## config.mk

```make
export PLATFORM = sky130hd
export DESIGN_NAME = sha256_stream_hasher_core
export DESIGN_NICKNAME = d
export VERILOG_FILES = /design/src/rtl/core/shs_pkg.sv /design/src/rtl/core/shs_ctrl.sv /design/src/rtl/core/shs_datapath.sv /design/src/rtl/core/sha256_stream_hasher_core.sv
export SDC_FILE = /design/constraint.sdc
export NUM_CORES = 2
export LEC_CHECK = 0
export BUFFER_PORTS_ARGS = -buffer_cell sky130_fd_sc_hd__buf_2
export CORE_ASPECT_RATIO = 0.9
export CORE_MARGIN = 5
export CORE_UTILIZATION = 25
export CTS_BUF_LIST = sky130_fd_sc_hd__clkbuf_8 sky130_fd_sc_hd__clkbuf_16
export DETAILED_ROUTE_END_ITERATION = 10
export GPL_TIMING_DRIVEN = 0
export PLACE_DENSITY = 0.37
export SKIP_LAST_GASP = 1
export SLEW_MARGIN = 15
export SYNTH_ARGS = -nofsm -noshare
export SYNTH_HDL_FRONTEND = slang
export SYNTH_SLANG_ARGS = --single-unit
```

## constraint.sdc

```tcl
create_clock -name clk -period 10 [get_ports clk]
set_input_delay 1.5 -clock clk [delete_from_list [all_inputs] [get_ports clk]]
set_output_delay 1.5 -clock clk [all_outputs]
set_load 0.02 [all_outputs]
```

## src/rtl/core/shs_pkg.sv

```systemverilog
// ============================================================================
// shs_pkg
// Shared types, constants and round functions for the SHA-256 stream hasher.
// ============================================================================
package shs_pkg;

    localparam int unsigned WORD_W     = 32;
    localparam int unsigned ROUNDS     = 64;
    localparam int unsigned BLOCK_WDS  = 16;
    localparam int unsigned HASH_WDS   = 8;

    localparam logic [7:0]  MARK_BYTE     = 8'h80;
    localparam logic [5:0]  LAST_BYTE_POS = 6'd63;
    localparam logic [5:0]  LEN_BYTE_POS  = 6'd56;
    localparam logic [5:0]  LAST_ROUND    = 6'd63;
    localparam logic [2:0]  LAST_WORD_IDX = 3'd7;
    localparam logic [63:0] BITS_PER_BYTE = 64'd8;

    localparam logic [31:0] INIT_HASH [HASH_WDS] = '{
        32'h6a09e667, 32'hbb67ae85, 32'h3c6ef372, 32'ha54ff53a,
        32'h510e527f, 32'h9b05688c, 32'h1f83d9ab, 32'h5be0cd19
    };

    localparam logic [31:0] ROUND_K [ROUNDS] = '{
        32'h428a2f98, 32'h71374491, 32'hb5c0fbcf, 32'he9b5dba5,
        32'h3956c25b, 32'h59f111f1, 32'h923f82a4, 32'hab1c5ed5,
        32'hd807aa98, 32'h12835b01, 32'h243185be, 32'h550c7dc3,
        32'h72be5d74, 32'h80deb1fe, 32'h9bdc06a7, 32'hc19bf174,
        32'he49b69c1, 32'hefbe4786, 32'h0fc19dc6, 32'h240ca1cc,
        32'h2de92c6f, 32'h4a7484aa, 32'h5cb0a9dc, 32'h76f988da,
        32'h983e5152, 32'ha831c66d, 32'hb00327c8, 32'hbf597fc7,
        32'hc6e00bf3, 32'hd5a79147, 32'h06ca6351, 32'h14292967,
        32'h27b70a85, 32'h2e1b2138, 32'h4d2c6dfc, 32'h53380d13,
        32'h650a7354, 32'h766a0abb, 32'h81c2c92e, 32'h92722c85,
        32'ha2bfe8a1, 32'ha81a664b, 32'hc24b8b70, 32'hc76c51a3,
        32'hd192e819, 32'hd6990624, 32'hf40e3585, 32'h106aa070,
        32'h19a4c116, 32'h1e376c08, 32'h2748774c, 32'h34b0bcb5,
        32'h391c0cb3, 32'h4ed8aa4a, 32'h5b9cca4f, 32'h682e6ff3,
        32'h748f82ee, 32'h78a5636f, 32'h84c87814, 32'h8cc70208,
        32'h90befffa, 32'ha4506ceb, 32'hbef9a3f7, 32'hc67178f2
    };

    typedef struct packed {
        logic [7:0] data_byte;
        logic       byte_present;
        logic       end_of_message;
    } shs_msg_t;

    typedef struct packed {
        logic [31:0] digest_word;
        logic [2:0]  word_index;
        logic        last_word;
    } shs_digest_t;

    typedef enum logic [2:0] {
        ST_IDLE,
        ST_ROUND,
        ST_FOLD,
        ST_PAD_MARK,
        ST_PAD_ZERO,
        ST_PAD_LEN,
        ST_EMIT
    } shs_state_t;

    typedef enum logic [1:0] {
        SEL_DATA,
        SEL_MARK,
        SEL_ZERO,
        SEL_LEN
    } shs_byte_sel_t;

    typedef struct packed {
        logic          put_byte;
        shs_byte_sel_t byte_sel;
        logic          count_bits;
        logic          load_work;
        logic          round_en;
        logic [5:0]    round_idx;
        logic          fold;
        logic          restart;
        logic [2:0]    word_idx;
    } shs_cmd_t;

    typedef struct packed {
        logic [5:0] byte_pos;
    } shs_status_t;

    function automatic logic [31:0] rotr(input logic [31:0] x, input int unsigned n);
        return (x >> n) | (x << (WORD_W - n));
    endfunction

    function automatic logic [31:0] bsig0(input logic [31:0] x);
        return rotr(x, 2) ^ rotr(x, 13) ^ rotr(x, 22);
    endfunction

    function automatic logic [31:0] bsig1(input logic [31:0] x);
        return rotr(x, 6) ^ rotr(x, 11) ^ rotr(x, 25);
    endfunction

    function automatic logic [31:0] ssig0(input logic [31:0] x);
        return rotr(x, 7) ^ rotr(x, 18) ^ (x >> 3);
    endfunction

    function automatic logic [31:0] ssig1(input logic [31:0] x);
        return rotr(x, 17) ^ rotr(x, 19) ^ (x >> 10);
    endfunction

endpackage

```

## src/rtl/core/shs_ctrl.sv

```systemverilog
// ============================================================================
// shs_ctrl
// Sequencer: byte intake, padding, round counting and digest readout.
// ============================================================================
module shs_ctrl (
    input  logic                 clk,
    input  logic                 rst_n,
    input  logic                 msg_valid,
    output logic                 msg_stall,
    input  shs_pkg::shs_msg_t    msg,
    output logic                 dig_valid,
    input  logic                 dig_stall,
    output shs_pkg::shs_cmd_t    cmd,
    input  shs_pkg::shs_status_t status
);

    shs_pkg::shs_state_t state_reg, state_next;
    shs_pkg::shs_state_t resume_reg, resume_next;
    logic [5:0] round_reg, round_next;
    logic [2:0] word_reg, word_next;
    logic       block_full;

    always_ff @(posedge clk or negedge rst_n)
    begin
        if (!rst_n)
        begin
            state_reg  <= shs_pkg::ST_IDLE;
            resume_reg <= shs_pkg::ST_IDLE;
            round_reg  <= '0;
            word_reg   <= '0;
        end
        else
        begin
            state_reg  <= state_next;
            resume_reg <= resume_next;
            round_reg  <= round_next;
            word_reg   <= word_next;
        end
    end

    assign block_full = (status.byte_pos == shs_pkg::LAST_BYTE_POS);

    always_comb
    begin
        state_next    = state_reg;
        resume_next   = resume_reg;
        round_next    = round_reg;
        word_next     = word_reg;
        msg_stall     = 1'b1;
        dig_valid     = 1'b0;
        cmd           = '0;
        cmd.byte_sel  = shs_pkg::SEL_DATA;
        cmd.round_idx = round_reg;
        cmd.word_idx  = word_reg;

        case (state_reg)
            shs_pkg::ST_IDLE:
            begin
                msg_stall = 1'b0;
                if (msg_valid)
                begin
                    if (msg.byte_present)
                    begin
                        cmd.put_byte   = 1'b1;
                        cmd.count_bits = 1'b1;
                    end
                    if (msg.byte_present && block_full)
                    begin
                        cmd.load_work = 1'b1;
                        round_next    = '0;
                        state_next    = shs_pkg::ST_ROUND;
                        resume_next   = msg.end_of_message ? shs_pkg::ST_PAD_MARK
                                                           : shs_pkg::ST_IDLE;
                    end
                    else if (msg.end_of_message)
                    begin
                        state_next = shs_pkg::ST_PAD_MARK;
                    end
                end
            end
            shs_pkg::ST_PAD_MARK:
            begin
                cmd.put_byte = 1'b1;
                cmd.byte_sel = shs_pkg::SEL_MARK;
                if (block_full)
                begin
                    cmd.load_work = 1'b1;
                    round_next    = '0;
                    state_next    = shs_pkg::ST_ROUND;
                    resume_next   = shs_pkg::ST_PAD_ZERO;
                end
                else
                begin
                    state_next = shs_pkg::ST_PAD_ZERO;
                end
            end
            shs_pkg::ST_PAD_ZERO:
            begin
                if (status.byte_pos == shs_pkg::LEN_BYTE_POS)
                begin
                    state_next = shs_pkg::ST_PAD_LEN;
                end
                else
                begin
                    cmd.put_byte = 1'b1;
                    cmd.byte_sel = shs_pkg::SEL_ZERO;
                    if (block_full)
                    begin
                        cmd.load_work = 1'b1;
                        round_next    = '0;
                        state_next    = shs_pkg::ST_ROUND;
                        resume_next   = shs_pkg::ST_PAD_ZERO;
                    end
                end
            end
            shs_pkg::ST_PAD_LEN:
            begin
                cmd.put_byte = 1'b1;
                cmd.byte_sel = shs_pkg::SEL_LEN;
                if (block_full)
                begin
                    cmd.load_work = 1'b1;
                    round_next    = '0;
                    state_next    = shs_pkg::ST_ROUND;
                    resume_next   = shs_pkg::ST_EMIT;
                end
            end
            shs_pkg::ST_ROUND:
            begin
                cmd.round_en = 1'b1;
                round_next   = round_reg + 6'd1;
                if (round_reg == shs_pkg::LAST_ROUND)
                begin
                    state_next = shs_pkg::ST_FOLD;
                end
            end
            shs_pkg::ST_FOLD:
            begin
                cmd.fold   = 1'b1;
                word_next  = '0;
                state_next = resume_reg;
            end
            shs_pkg::ST_EMIT:
            begin
                dig_valid = 1'b1;
                if (!dig_stall)
                begin
                    if (word_reg == shs_pkg::LAST_WORD_IDX)
                    begin
                        cmd.restart = 1'b1;
                        state_next  = shs_pkg::ST_IDLE;
                    end
                    else
                    begin
                        word_next = word_reg + 3'd1;
                    end
                end
            end
            default:
            begin
                state_next = shs_pkg::ST_IDLE;
            end
        endcase
    end

endmodule

```

## src/rtl/core/shs_datapath.sv

```systemverilog
// ============================================================================
// shs_datapath
// Block buffer / schedule shifter, round registers, hash state, bit count.
// ============================================================================
module shs_datapath (
    input  logic                 clk,
    input  logic                 rst_n,
    input  logic [7:0]           data_byte,
    input  shs_pkg::shs_cmd_t    cmd,
    output shs_pkg::shs_status_t status,
    output shs_pkg::shs_digest_t dig
);

    logic [31:0] hash_reg  [shs_pkg::HASH_WDS];
    logic [31:0] work_reg  [shs_pkg::HASH_WDS];
    logic [31:0] block_reg [shs_pkg::BLOCK_WDS];
    logic [63:0] bit_count_reg;
    logic [5:0]  pos_reg;

    logic [7:0]  byte_val;
    logic [3:0]  word_sel;
    logic [1:0]  lane;
    logic [31:0] w_new;
    logic [31:0] t1;
    logic [31:0] t2;
    logic [31:0] ch;
    logic [31:0] maj;

    // Length bytes go out big-endian: pos 56 carries bits 63:56.
    always_comb
    begin
        case (cmd.byte_sel)
            shs_pkg::SEL_DATA: byte_val = data_byte;
            shs_pkg::SEL_MARK: byte_val = shs_pkg::MARK_BYTE;
            shs_pkg::SEL_ZERO: byte_val = 8'h00;
            shs_pkg::SEL_LEN:  byte_val = bit_count_reg[{~pos_reg[2:0], 3'b000} +: 8];
            default:           byte_val = 8'h00;
        endcase
    end

    assign word_sel = pos_reg[5:2];
    assign lane     = pos_reg[1:0];

    assign w_new = shs_pkg::ssig1(block_reg[14]) + block_reg[9]
                 + shs_pkg::ssig0(block_reg[1]) + block_reg[0];

    assign ch  = (work_reg[4] & work_reg[5]) ^ (~work_reg[4] & work_reg[6]);
    assign maj = (work_reg[0] & work_reg[1]) ^ (work_reg[0] & work_reg[2])
               ^ (work_reg[1] & work_reg[2]);
    assign t1  = work_reg[7] + shs_pkg::bsig1(work_reg[4]) + ch
               + shs_pkg::ROUND_K[cmd.round_idx] + block_reg[0];
    assign t2  = shs_pkg::bsig0(work_reg[0]) + maj;

    // Block buffer doubles as the 16-deep schedule window during rounds.
    // First byte of a word clears the rest, so no clear pass is needed.
    always_ff @(posedge clk)
    begin
        if (cmd.round_en)
        begin
            for (int i = 0; i < shs_pkg::BLOCK_WDS - 1; i++)
            begin
                block_reg[i] <= block_reg[i + 1];
            end
            block_reg[shs_pkg::BLOCK_WDS - 1] <= w_new;
        end
        else if (cmd.put_byte)
        begin
            if (lane == 2'd0)
            begin
                block_reg[word_sel] <= {byte_val, 24'h000000};
            end
            else
            begin
                block_reg[word_sel][{~lane, 3'b000} +: 8] <= byte_val;
            end
        end
    end

    always_ff @(posedge clk)
    begin
        if (cmd.load_work)
        begin
            for (int i = 0; i < shs_pkg::HASH_WDS; i++)
            begin
                work_reg[i] <= hash_reg[i];
            end
        end
        else if (cmd.round_en)
        begin
            work_reg[7] <= work_reg[6];
            work_reg[6] <= work_reg[5];
            work_reg[5] <= work_reg[4];
            work_reg[4] <= work_reg[3] + t1;
            work_reg[3] <= work_reg[2];
            work_reg[2] <= work_reg[1];
            work_reg[1] <= work_reg[0];
            work_reg[0] <= t1 + t2;
        end
    end

    always_ff @(posedge clk or negedge rst_n)
    begin
        if (!rst_n)
        begin
            for (int i = 0; i < shs_pkg::HASH_WDS; i++)
            begin
                hash_reg[i] <= shs_pkg::INIT_HASH[i];
            end
            bit_count_reg <= '0;
            pos_reg       <= '0;
        end
        else
        begin
            if (cmd.restart)
            begin
                for (int i = 0; i < shs_pkg::HASH_WDS; i++)
                begin
                    hash_reg[i] <= shs_pkg::INIT_HASH[i];
                end
            end
            else if (cmd.fold)
            begin
                for (int i = 0; i < shs_pkg::HASH_WDS; i++)
                begin
                    hash_reg[i] <= hash_reg[i] + work_reg[i];
                end
            end

            if (cmd.restart)
            begin
                bit_count_reg <= '0;
                pos_reg       <= '0;
            end
            else
            begin
                if (cmd.count_bits)
                begin
                    bit_count_reg <= bit_count_reg + shs_pkg::BITS_PER_BYTE;
                end
                if (cmd.put_byte)
                begin
                    pos_reg <= pos_reg + 6'd1;
                end
            end
        end
    end

    assign status.byte_pos = pos_reg;

    assign dig.digest_word = hash_reg[cmd.word_idx];
    assign dig.word_index  = cmd.word_idx;
    assign dig.last_word   = (cmd.word_idx == shs_pkg::LAST_WORD_IDX);

endmodule

```

## src/rtl/core/sha256_stream_hasher_core.sv

```systemverilog
// ============================================================================
// sha256_stream_hasher_core
// SHA-256 over a byte stream; emits the digest as eight 32-bit words.
// ============================================================================
//
//  channel | dir | payload       | request
//  --------+-----+---------------+------------------------------------------
//  msg     | in  | shs_msg_t     | one message byte and/or end-of-message
//  dig     | out | shs_digest_t  | one digest word, word 0 first, 8 per msg
//
//  A byte request is taken in the idle state. The request that fills a block
//  then runs 64 rounds at one per cycle in the shared round unit, and then a
//  fold of the working variables into the hash.
//  End of message: padding bytes one per cycle (up to 64 + 8), an empty step
//  at byte 56, rounds and fold per extra block, then 8 digest words, one per
//  accepted cycle on dig. msg is stalled from finish until the last word goes.
//  Reset loads the initial hash and clears count and byte position; no sweep.
//
module sha256_stream_hasher_core (
    input  logic                 clk,
    input  logic                 rst_n,
    input  logic                 msg_valid,
    output logic                 msg_stall,
    input  shs_pkg::shs_msg_t    msg,
    output logic                 dig_valid,
    input  logic                 dig_stall,
    output shs_pkg::shs_digest_t dig
);

    shs_pkg::shs_cmd_t    cmd;
    shs_pkg::shs_status_t status;

    // Sequencer: decides which byte goes in, when rounds run, readout.
    shs_ctrl u_ctrl (
        .clk       (clk),
        .rst_n     (rst_n),
        .msg_valid (msg_valid),
        .msg_stall (msg_stall),
        .msg       (msg),
        .dig_valid (dig_valid),
        .dig_stall (dig_stall),
        .cmd       (cmd),
        .status    (status)
    );

    // Datapath: block buffer, one round per cycle, hash and length state.
    shs_datapath u_dp (
        .clk       (clk),
        .rst_n     (rst_n),
        .data_byte (msg.data_byte),
        .cmd       (cmd),
        .status    (status),
        .dig       (dig)
    );

    // No new message byte while a digest is being read out.
    a_no_intake_during_emit: assert property (
        @(posedge clk) disable iff (!rst_n)
        dig_valid |-> msg_stall
    ) else $error("msg request open while digest pending");

    // The working variables load only together with the write of the block's last byte.
    a_load_on_full_block: assert property (
        @(posedge clk) disable iff (!rst_n)
        cmd.load_work |-> (cmd.put_byte && status.byte_pos == shs_pkg::LAST_BYTE_POS)
    ) else $error("round load without a full block");

    // Digest words go out in order.
    a_word_order: assert property (
        @(posedge clk) disable iff (!rst_n)
        (dig_valid && !dig_stall && !dig.last_word)
            |=> (dig.word_index == $past(dig.word_index) + 3'd1)
    ) else $error("digest word out of order");

    // After the last word the block is back at the start of a message.
    a_restart_after_digest: assert property (
        @(posedge clk) disable iff (!rst_n)
        (dig_valid && !dig_stall && dig.last_word)
            |=> (status.byte_pos == 6'd0 && !dig_valid && !msg_stall)
    ) else $error("no clean restart after digest");

endmodule

```

# After elaboration in Yosys (flattened, before gate mapping)
# Memory sizes are Yosys's and may differ from the RTL's.
# Cells that the tools add are included.
[totals]
register_bits = 341
latch_bits = 0
mem_bits_rw = 768
romBits = 2048
inputBits = 14
memories = 3
[memory_table]
columns = ["name", "words", "width", "rd", "rd_ports_with_merged_regs", "wr", "line_no", "rtl"]
rows = [
  ["(name not given)", 64, 32, 1, 0, 0, "shs_datapath.sv:51", "+ shs_pkg::ROUND_K[cmd.round_idx] + block_reg[0];"],
  ["u_dp.block_reg", 16, 32, 16, 0, 16, "shs_datapath.sv:16", "logic [31:0] block_reg [shs_pkg::BLOCK_WDS];"],
  ["u_dp.work_reg", 8, 32, 8, 0, 8, "shs_datapath.sv:15", "logic [31:0] work_reg [shs_pkg::HASH_WDS];"],
]
[op_classes]
n_addsub = 23
n_mul = 0
n_div = 0
magnitude_cmp = 2
eq_ne = 22
n_shift = 3
n_mux = 112
bitwise = 71
reduce_logical = 16
[op_table]
columns = ["cell", "count"]
rows = [
  ["$add 32x32->32", 18],
  ["$mux 256", 2],
  ["$mux 32", 15],
  ["$xor 32x32->32", 9],
  ["$and 32x32->32", 5],
  ["$mux 64", 2],
  ["$bmux 32 s3", 1],
  ["$add 64x4->64 const B", 1],
  ["$shiftx 64x7->8", 1],
  ["$mux 1", 58],
  ["$mux 3", 17],
  ["$or 1x1->1", 40],
  ["$mux 6", 6],
  ["$not 32->32", 1],
  ["$or 10x32->32", 1],
  ["$or 13x32->32", 1],
  ["$or 14x32->32", 1],
  ["$or 15x32->32", 1],
  ["$or 19x32->32", 1],
  ["$or 21x32->32", 1],
  ["$or 25x32->32", 1],
  ["$or 26x32->32", 1],
  ["$or 30x32->32", 1],
  ["$or 7x32->32", 1],
  ["41 further kinds", 63],
]

# Logic depth before layout (Yosys ltp)
# An unclocked memory read counts as a cell.
[logic_depth]
ltp_word = 10
mapped_depth = 42
ltp_nobuf = 40

# Cells and area by module
# From an unflattened synthesis, not the netlist that was laid out.
[hier_totals]
hier_cells = 7519
hier_area_um2 = 77081.4
[modules_own_cells]
columns = ["module", "n_inst", "cells_per_inst", "area_each_um2", "seq_area_each_um2"]
rows = [
  ["shs_datapath", 1, 7400, 76079.2, 31315.0],
  ["shs_ctrl", 1, 119, 1002.2, 375.4],
]

# Worst setup path after synthesis
# OpenSTA, ideal clock, no wires.
[synth_timing]
path_type = "in2reg"
from = "in msg_valid"
to = "mem u_dp.work_reg[0][0] (enable)"
setup_ns = 1.974
arrival_ns = 6.770
path_slack_ns = 1.256
path_stages = 8
path_buffers = 3
cell_sequence = "and2_1 and2_1 clkbuf_1 nand2b_1 buf_2 buf_2 nand2_1 nand2_1"
[synth_rtl]
columns = ["item", "line_no", "rtl"]
rows = [
  ["start: declaration", "sha256_stream_hasher_core.sv:22", "input logic msg_valid,"],
  ["end: declaration", "shs_datapath.sv:15", ""],
]

==> impl_metrics.py <==
metrics = {
    "grt": {
        "pin_count_of_the_biggest_net_entering_global_routing": 85,
        "grt.overflow.total": 0,
        "antenna_found_initial": 26,
        "via_count_of_the_first_global_routing_pass": 61700,
        "gr-usage-all-layers": 0.216,
        "wire_length_of_the_first_global_routing_pass_mm": 487,
    },
    "yosys": {
        "mappedNetlistArea_mm2": 0.0756,
        "syn_nets": 8576,
        "async_flop_share": 0.306,
        "post_synth_edffs": 768,
        "syn_area_per_cell_um2": 9.49,
        "synthDistinctLibCells": 98,
        "synth.yosys.seq_area_share": 0.419,
        "synthesis.instances": 7966,
        "postSynth.topFlopCell": "edfxtp_1",
        "synth.ff_latch_count": 1106,
        "yosysWarningCount": 0,
    },
    "layout": {
        "num-fill-cells": 31900,
        "layout_commonest_cell": "nand2_1",
        "area.growth.synth_to_final_pct": 15.3,
        "drive_above_1_share": 0.110,
        "mostFrequentLayoutCells": "1,595 x nand2_1, 909 x o21ai_0, 768 x edfxtp_1",
        "net_count_final": 8832,
        "largest_register_ff_count": 512,
    },
    "placement": {
        "port_buffers": 51,
        "hpwl_mm": 276,
        "pre_cts_ws_ns": -2.79,
        "place_congestion": 0.917,
    },
    "floorplan": {
        "floorplan.die.width_um": 590,
        "area_enclosed_by_the_die_boundary_mm2": 0.313,
        "die-height_um": 532,
        "rows": 191,
        "initial_utilization": 0.251,
        "ioPinCount": 52,
        "core_region_area_mm2": 0.301,
    },
    "critical_path": {
        "critPathMostFrequentCell": "a21oi_1",
        "path_max_fanout": 16,
        "critPathSlowestCell": "a311oi_1",
        "worstSetupEndpointType": "flop",
        "critPathKind": "reg -> reg",
        "worstPathArrival_ns": 10.48,
        "required_ns": 10.51,
        "crit_start_category": "flop",
        "critical_path.max_stage_delay_ns": 0.57,
    },
    "route": {
        "detailroute.via_count": 63300,
        "drt-vias-per-instance": 5.15,
        "drc_errors": 0,
        "drt-wirelength-per-cell_um": 28.6,
        "drt_iter0_markers": 6136,
        "detailedRoute.firstPassIterationCount": 7,
        "antenna_violating_nets_post_route": 0,
        "route.final.wire_length_mm": 352,
    },
    "clocking": {
        "htree_levels": 4,
        "cts-root-buf": "clkbuf_16",
        "clkTransAtPathRegs_ns": 0.06,
        "tritoncts.num_buffers": 147,
        "cts.path.max_buffers": 4,
        "hold_buffers": 0,
        "cts_sinks": 1106,
        "clkLatencyLatePin_ns": 0.86,
        "cts_tree": "done",
    },
    "run": {
        "max-cap-violations": 0,
    },
    "timing": {
        "min_period_over_period": 0.997,
        "number_of_hold_slack_violations_in_the_final_timing_report": 0,
        "period_minus_slack_ns": 9.97,
        "rsz0062_at_grt": "true",
        "max-slew-margin-rel": 0.0546,
        "max_freq_mhz": 100,
        "post-route-worst-setup-slack_ns": 0.0288,
        "final_worst_clock_skew_ns": 0.0840,
        "timing.final.max_slew_violations": 0,
        "setup_viol": 0,
        "worst-slew-pin-transition_ns": 1.40,
    },
    "worst_hold_path": {
        "holdCritPathClass": "reg -> reg",
    },
    "status": {
        "status": "finished clean",
    },
}
## what timing repair did
item,CTS,global route
pin swaps,1,7
setup buffers,11,4
endpoints found under the setup margin,36,14
gates resized for setup,102,77
## layer usage
metal,vias up,part of all wire,GRT usage
li1,28700,-,-
met1,32100,0.47,0.313
met2,2101,0.44,0.336
met3,418,0.054,0.0273
met4,6,0.034,0.0647
met5,-,0.00012,0
## kinds of logic after synthesis
logic type	count (synthesis)	share of synthesized area
and+or+nand+nor	2651	0.151
DFF	1106	0.419
adders and majority gates	618	0.121
xor gates and xnor gates	609	0.0706
muxes	185	0.0396
buffers and inverters	737	0.0376
AOI/OAI and AO/OA	2060	0.161
## metrics by stage
step,utilization,area [um^2],std cells,TNS (ns),hold WS (ns)
floorplan,-,75600,7966,0,0.449
global placement,0.268,80800,12000,-1786.38,0.475
detailed placement,0.272,81900,12000,-48.61,0.474
CTS,0.289,86900,12300,0,0.493
global route,0.290,87100,12300,-0.403,0.522
finish,0.290,87100,12300,0,0.488
## synthesized netlist by cell type, types with 33 or more instances
cell type	n	share of area
nand2_1	1598	0.079
o21ai_0	918	0.061
edfxtp_1	768	0.31
a21oi_1	481	0.032
nor2_1	403	0.020
ha_1	401	0.066
xnor2_1	384	0.045
clkbuf_1	357	0.018
inv_1	296	0.015
xor2_1	225	0.026
dfrtp_1	202	0.067
fa_1	195	0.052
a21o_1	168	0.017
nand3_1	158	0.010
dfstp_2	136	0.047
nor3_1	117	0.0077
mux4_2	85	0.025
nand2b_1	78	0.0065
o21a_1	63	0.0063
mux2_2	60	0.0089
or3_1	55	0.0046
a211oi_1	51	0.0051
o21bai_1	49	0.0049
a31oi_1	48	0.0040
buf_2	48	0.0032
and3_1	47	0.0039
nor2b_1	45	0.0037
o31ai_1	41	0.0041
mux2i_1	40	0.0053
or2_2	39	0.0032
o211ai_1	33	0.0033
## layout make-up
class | count | area, um^2 | share of cell area
Inverter | 297 | 1130 | 0.0129
Tap cell | 3956 | 4950 | 0.0568
Clock inverter | 93 | 723 | 0.00830
Sequential cell | 1106 | 31700 | 0.364
Clock buffer | 163 | 3930 | 0.0451
Multi-Input combinational cell | 6123 | 41500 | 0.476
Timing Repair Buffer | 111 | 1290 | 0.0148
Buffer | 436 | 1910 | 0.0219
Antenna cell | 10 | 25.0 | 0.000287
## critical path, delay by kind of cell (launching register included)
kind | cells | cell delay [ns]
buffers and inverters | 6 | 0.93
and+or+nand+nor | 3 | 0.69
xor gates and xnor gates | 2 | 0.51
DFF | 1 | 0.48
AOI/OAI and AO/OA | 18 | 4.82
adders and majority gates | 6 | 2.18
## path summary, 6_finish.rpt
check                      slack, ns                      to                  from  cells past startpoint
setup / recovery                0.03    u_dp.work_reg[1][31]   u_ctrl.round_reg[2]                     35
hold reg to reg                 0.49    u_ctrl.resume_reg[1]  u_ctrl.resume_reg[1]                      2
min in group asynchronous       0.64      u_dp.hash_reg[222]                 rst_n                      1
setup reg to reg                0.03    u_dp.work_reg[1][31]   u_ctrl.round_reg[2]                     35
hold / removal                  0.49    u_ctrl.resume_reg[1]  u_ctrl.resume_reg[1]                      2
max in group asynchronous       8.06  u_dp.bit_count_reg[18]                 rst_n                      3
Power is not shown: default switching activity piles up to over one toggle a cycle in this logic, so the estimate is an artifact.
